## src/rtl/core/qvr_pkg.sv

```systemverilog
// ---------------------------------------------------------------------------
// Quaternion vector rotation package
// Widths, stage records and shared types for the rotation pipeline.
// ---------------------------------------------------------------------------
`default_nettype none

package qvr_pkg;

	localparam int QUAT_W = 16;
	localparam int VEC_W  = 16;
	localparam int ROT_W  = VEC_W + 1;

	localparam int PROD_W = QUAT_W + VEC_W;
	localparam int SQ_W   = 2 * QUAT_W;
	localparam int N_W    = SQ_W + 2;
	localparam int UV_W   = PROD_W + 2;
	localparam int CR_W   = PROD_W + 2;
	localparam int NUM_W  = 2 * QUAT_W + VEC_W + 5;
	localparam int A_W    = NUM_W + 1;
	localparam int D_W    = N_W + 1;
	localparam int R_W    = ((A_W > D_W + ROT_W) ? A_W : D_W + ROT_W) + 1;

	typedef struct packed {
		logic [R_W-1:0]   rem;
		logic [D_W-1:0]   den;
		logic [ROT_W-1:0] quo;
		logic             ovf;
		logic             neg;
		logic             zero;
	} div_stage_t;

endpackage

`default_nettype wire

```

## src/rtl/core/qvr_div.sv

```systemverilog
// ---------------------------------------------------------------------------
// Pipelined rounding divider
// Restoring division, one quotient bit per stage, then saturation and sign.
// ---------------------------------------------------------------------------
`default_nettype none

module qvr_div (
	input  wire logic                       clk,
	input  wire logic                       arst_n,
	input  wire logic                       en,
	input  wire logic                       in_valid,
	input  wire logic [qvr_pkg::A_W-1:0]    num,
	input  wire logic [qvr_pkg::D_W-1:0]    den,
	input  wire logic                       neg,
	input  wire logic                       zero,
	output logic                            out_valid,
	output logic [qvr_pkg::ROT_W-1:0]       res,
	output logic                            res_zero
);
	import qvr_pkg::*;

	div_stage_t st_s [0:ROT_W];
	logic       vld_s [0:ROT_W];
	logic [ROT_W-1:0] limit;
	logic [ROT_W-1:0] mag;
	div_stage_t last;

	always_ff @(posedge clk or negedge arst_n) begin
		if (!arst_n) begin
			vld_s[0] <= 1'b0;
		end else if (en) begin
			vld_s[0] <= in_valid;
		end
	end

	always_ff @(posedge clk) begin
		if (en) begin
			st_s[0].rem  <= R_W'(num);
			st_s[0].den  <= den;
			st_s[0].quo  <= '0;
			st_s[0].ovf  <= R_W'(num) >= (R_W'(den) << ROT_W);
			st_s[0].neg  <= neg;
			st_s[0].zero <= zero;
		end
	end

	for (genvar g = 0; g < ROT_W; g++) begin : g_bit
		localparam int B = ROT_W - 1 - g;
		logic [R_W-1:0] dsh;
		logic           take;
		assign dsh  = R_W'(st_s[g].den) << B;
		assign take = st_s[g].rem >= dsh;

		always_ff @(posedge clk or negedge arst_n) begin
			if (!arst_n) begin
				vld_s[g+1] <= 1'b0;
			end else if (en) begin
				vld_s[g+1] <= vld_s[g];
			end
		end

		always_ff @(posedge clk) begin
			if (en) begin
				st_s[g+1].rem  <= take ? st_s[g].rem - dsh : st_s[g].rem;
				st_s[g+1].den  <= st_s[g].den;
				st_s[g+1].quo  <= st_s[g].quo | (ROT_W'(take) << B);
				st_s[g+1].ovf  <= st_s[g].ovf;
				st_s[g+1].neg  <= st_s[g].neg;
				st_s[g+1].zero <= st_s[g].zero;
			end
		end
	end

	assign last  = st_s[ROT_W];
	assign limit = last.neg ? ROT_W'(1) << (ROT_W - 1)
	                        : (ROT_W'(1) << (ROT_W - 1)) - ROT_W'(1);

	always_comb begin
		mag = (last.ovf || last.quo > limit) ? limit : last.quo;
		if (last.zero) begin
			res = '0;
		end else begin
			res = last.neg ? ROT_W'(-mag) : mag;
		end
	end

	assign out_valid = vld_s[ROT_W];
	assign res_zero  = last.zero;

endmodule

`default_nettype wire

```

## config.mk

```make
export PLATFORM = sky130hd
export DESIGN_NAME = qvr_div
export DESIGN_NICKNAME = d
export VERILOG_FILES = /design/src/rtl/core/qvr_pkg.sv /design/src/rtl/core/qvr_div.sv
export SDC_FILE = /design/constraint.sdc
export NUM_CORES = 2
export LEC_CHECK = 0
export BUFFER_PORTS_ARGS = -buffer_cell sky130_fd_sc_hd__buf_2
export CAP_MARGIN = 10
export CELL_PAD_IN_SITES_DETAIL_PLACEMENT = 0
export CELL_PAD_IN_SITES_GLOBAL_PLACEMENT = 1
export CORE_MARGIN = 2
export CORE_UTILIZATION = 37
export CTS_CLUSTER_SIZE = 20
export DETAILED_ROUTE_END_ITERATION = 7
export PLACE_DENSITY_LB_ADDON = 0.08
export SLEW_MARGIN = 10
export SYNTH_ARGS = -nofsm -noshare
export SYNTH_HDL_FRONTEND = slang
export SYNTH_SLANG_ARGS = --single-unit
export TNS_END_PERCENT = 100
```

## constraint.sdc

```tcl
create_clock -name clk -period 5.35 [get_ports clk]
set_input_delay 0.535 -clock clk [delete_from_list [all_inputs] [get_ports clk]]
set_output_delay 0.535 -clock clk [all_outputs]
set_load 0.01 [all_outputs]
```

==> results.ini <==
[logic_synthesis]
synth_edf_count = 1736
synth_xor_area_frac = 0.0588
netlist_instances = 8837
synth-adder-area-share = 0.0865
muxShareOfSynthArea = 0.0134
ys_warn_count = 0
async_reset_ff_frac = 0.0103
syn-num-nets = 9596
mappedNetlistArea_mm2 = 0.0975
synth_cell_type_count = 98
synth_simple_gate_area_share = 0.114
ys.flop_type = edfxtp_1
syn_avg_cell_area_um2 = 11.0
ys_seq_area_frac = 0.539
synth_seq_cells = 1754
synth_top_family_by_area = compound AO/OA/AOI/OAI gates
synth_compound_area_frac = 0.148

[placed_design]
gp_congestion = 0.916
dp_hpwl_mm = 194
port_buffers = 113
place_ws_ns = 0.542
post_dp_cell_area_mm2 = 0.103

[setup_path]
endpoint_kind = flop
r2r-start = st_s[3][65]
crit_type = reg2reg
cp.required_ns = 5.95
path_max_fanout = 4
arrival_ns = 5.70
r2r_end = st_s[3][219]
r2r_setup_slack_ns = 0.25
rr_worst_depth = 14
worst_setup_path_start_kind = flop

[clock_network]
cts-root-buf = clkbuf_16
cts_buffer_depth = 4
clock_latency_ns = 0.89
cts_htree_levels = 4
path_clk_slew_ns = 0.06
cts_tree = yes
numCtsBuffers = 216
clock-sinks = 1754

[pwr]
power_leakage_nw = 44.0
ir_drop_uv = 276
powerDensity_mw_per_mm2 = 525
finalPower_mw = 58.1

[global_routing]
grt_pass1_vias = 69302
track_usage = 0.185
antenna_found_initial = 8
overflow = 0
grt_pass1_wl_mm = 385
grt_max_degree = 178

[floorplan]
die_area_mm2 = 0.268
start_util = 0.372
die_h_um = 517
core_mm2 = 0.262
ios = 114
rows = 188
fp.dieW_um = 517

[cells_and_area]
design_area_mm2 = 0.111
syn2layout_area_growth_pct = 13.6
nNetsFinal = 9921
fillers = 24702
drive_above_1_share = 0.0829

[sta]
fin_tns_setup_ns = 0
fmaxAchievable_ghz = 0.196
tightestPinTransition_ns = 1.56
period_share = 0.953
min_period_ns = 5.10
maxSlewHeadroom = -0.0523
drv_slew = 3
skew_ns = 0.0869
finalSetupViolCount = 0
fin_ws_ns = 0.251
rsz0062_at_grt = false
hold_viol = 0

[flow_run]
maxCapViolations = 1

[outcome]
failed_checks = max-capacitance violations, max-slew violations
status = finished with violations

[routing]
viasPerCell = 5.13
ant_nets = 0
drt-total-wl_mm = 250
drtIter0Drc = 3226
wire_per_inst_um = 19.5
drc = 0
dr.pass1.iters = 8
vias = 65899

[worst_hold_path]
hold_path_class = in2async

[routing by layer]
layer | wire length, µm | GRT usage | vias up
met5 | 0 | 0 | -
met4 | 19700 | 0.130 | 0
met3 | 5850 | 0.0197 | 660
met2 | 134000 | 0.364 | 1206
met1 | 90100 | 0.178 | 30917
li1 | - | - | 33116
[Yosys cell counts (all sizes together), types with 18 or more instances]
cell type	number	area, µm²
a21oi	825	4130
mux2	107	1210
a31o	27	236
nor2b	97	607
nor3	146	736
xor2	276	2420
a211oi	55	413
a31oi	68	440
buf	36	184
or2	35	219
o31ai	50	380
clkbuf	201	756
and3	57	357
and2	32	200
dfrtp	18	450
nor4	99	626
o211ai	38	290
nor3b	19	148
or3	49	307
ha	648	8110
edfxtp	1736	52100
o21bai	69	518
a211o	20	175
inv	793	2980
nand3b	18	135
nor4b	20	188
or4	31	236
nand4	139	870
o21a	87	653
nand3	131	656
xnor2	378	3310
a21boi	33	248
nand2	623	2340
o21ai	487	2440
nor2	657	2470
nand2b	104	651
a21o	380	2850
[per-stage QoR]
stage / std cells / hold slack (ns) / util
after global placement: 12364 / 0.400 / 0.393
after floorplan: 8837 / 0.239 / -
after CTS: 12844 / 0.112 / 0.422
final: 12853 / 0.180 / 0.422
after global routing: 12852 / 0.178 / 0.422
after detailed placement: 12365 / 0.405 / 0.393
[area by class of cell]
cell class	count	area, µm²	area share
multi-input combinational	6051	41200	0.372
antenna	8	20.0	0.000181
inverter	795	2980	0.0269
clock inverter	120	997	0.00900
clock buffer	266	5720	0.0516
sequential	1754	52600	0.475
tap	3515	4400	0.0397
timing repair buffer	344	2890	0.0260
[worst max-delay path, stage by stage (launching register included)]
cell and delay [ns]:
edfxtp_1 0.37, inv_1 0.09, ha_1 0.18, fa_1 0.22, nor2b_1 0.05, o21ai_0 0.23, a21boi_0 0.22, o311ai_0 1.28
nand2_1 0.30, a221o_1 0.49, nor4b_1 0.49, o31ai_1 0.17, nor3_1 0.40, nand3_1 0.16, xnor2_1 0.16
[power breakdown]
group / internal, mW / total (mW) / leakage (nW) / switching (mW)
logic: 9.65 / 22.9 / 23.7 / 13.3
clock network: 8.21 / 14.0 / 3.27 / 5.74
registers: 19.4 / 21.3 / 17.0 / 1.84
[cells by family after synthesis]
group / after synthesis
adder cells (fa/ha/maj): 664
flip-flops: 1754
AND/OR/NAND/NOR: 2298
AO/OA/AOI/OAI: 2318
multiplexers: 117
XOR/XNOR: 654
buffers and inverters: 1032
[timing repair]
action	CTS	global route
pin swaps	0	2
resized for setup	5	8
setup endpoints to repair	6	6
hold buffers	93	0
endpoints found under the hold margin	110	0
buffers inserted	0	1
[flip-flops by register name (all words and copies together), names as in the netlist]
name,cells
out_valid,1
st_s,1736
vld_s,17
[how the worst max path moves through the flow]
stage                            start            to  slack, ns  cells past startpoint
after global placement    st_s[4][164]  st_s[5][100]      -0.05                     12
after floorplan           st_s[8][111]       res[14]       0.20                     20
final                      st_s[3][65]  st_s[3][219]       0.25                     14
after detailed placement   st_s[3][65]  st_s[3][215]       0.54                     14
after CTS                 st_s[8][111]       res[10]       0.01                     19
after global routing      st_s[8][111]       res[10]     0.0007                     19
[cell usage in the layout, fill, tap and decap left out, types with 30 or more instances in the layout]
cell / instances
buf_2: 112
xor2_1: 276
edfxtp_1: 1736
and3_1: 57
o21bai_1: 69
inv_1: 790
xnor2_1: 378
a21boi_0: 31
nand2_1: 622
nor4_1: 89
ha_1: 648
o21a_1: 86
nor3_1: 142
clkinv_1: 50
mux2_2: 100
or2_2: 35
a21o_1: 380
a21oi_1: 824
clkbuf_1: 42
o21ai_0: 474
clkinv_2: 38
clkbuf_16: 220
or4_1: 30
nand4_1: 139
a31oi_1: 64
dlygate4sd3_1: 93
nand2b_1: 104
nor2b_1: 97
nand3_1: 131
or3_1: 49
o211ai_1: 37
a211oi_1: 55
o31ai_1: 49
nor2_1: 654
buf_4: 111
and2_1: 32
Note: power is estimated with default switching activity, not from simulation.
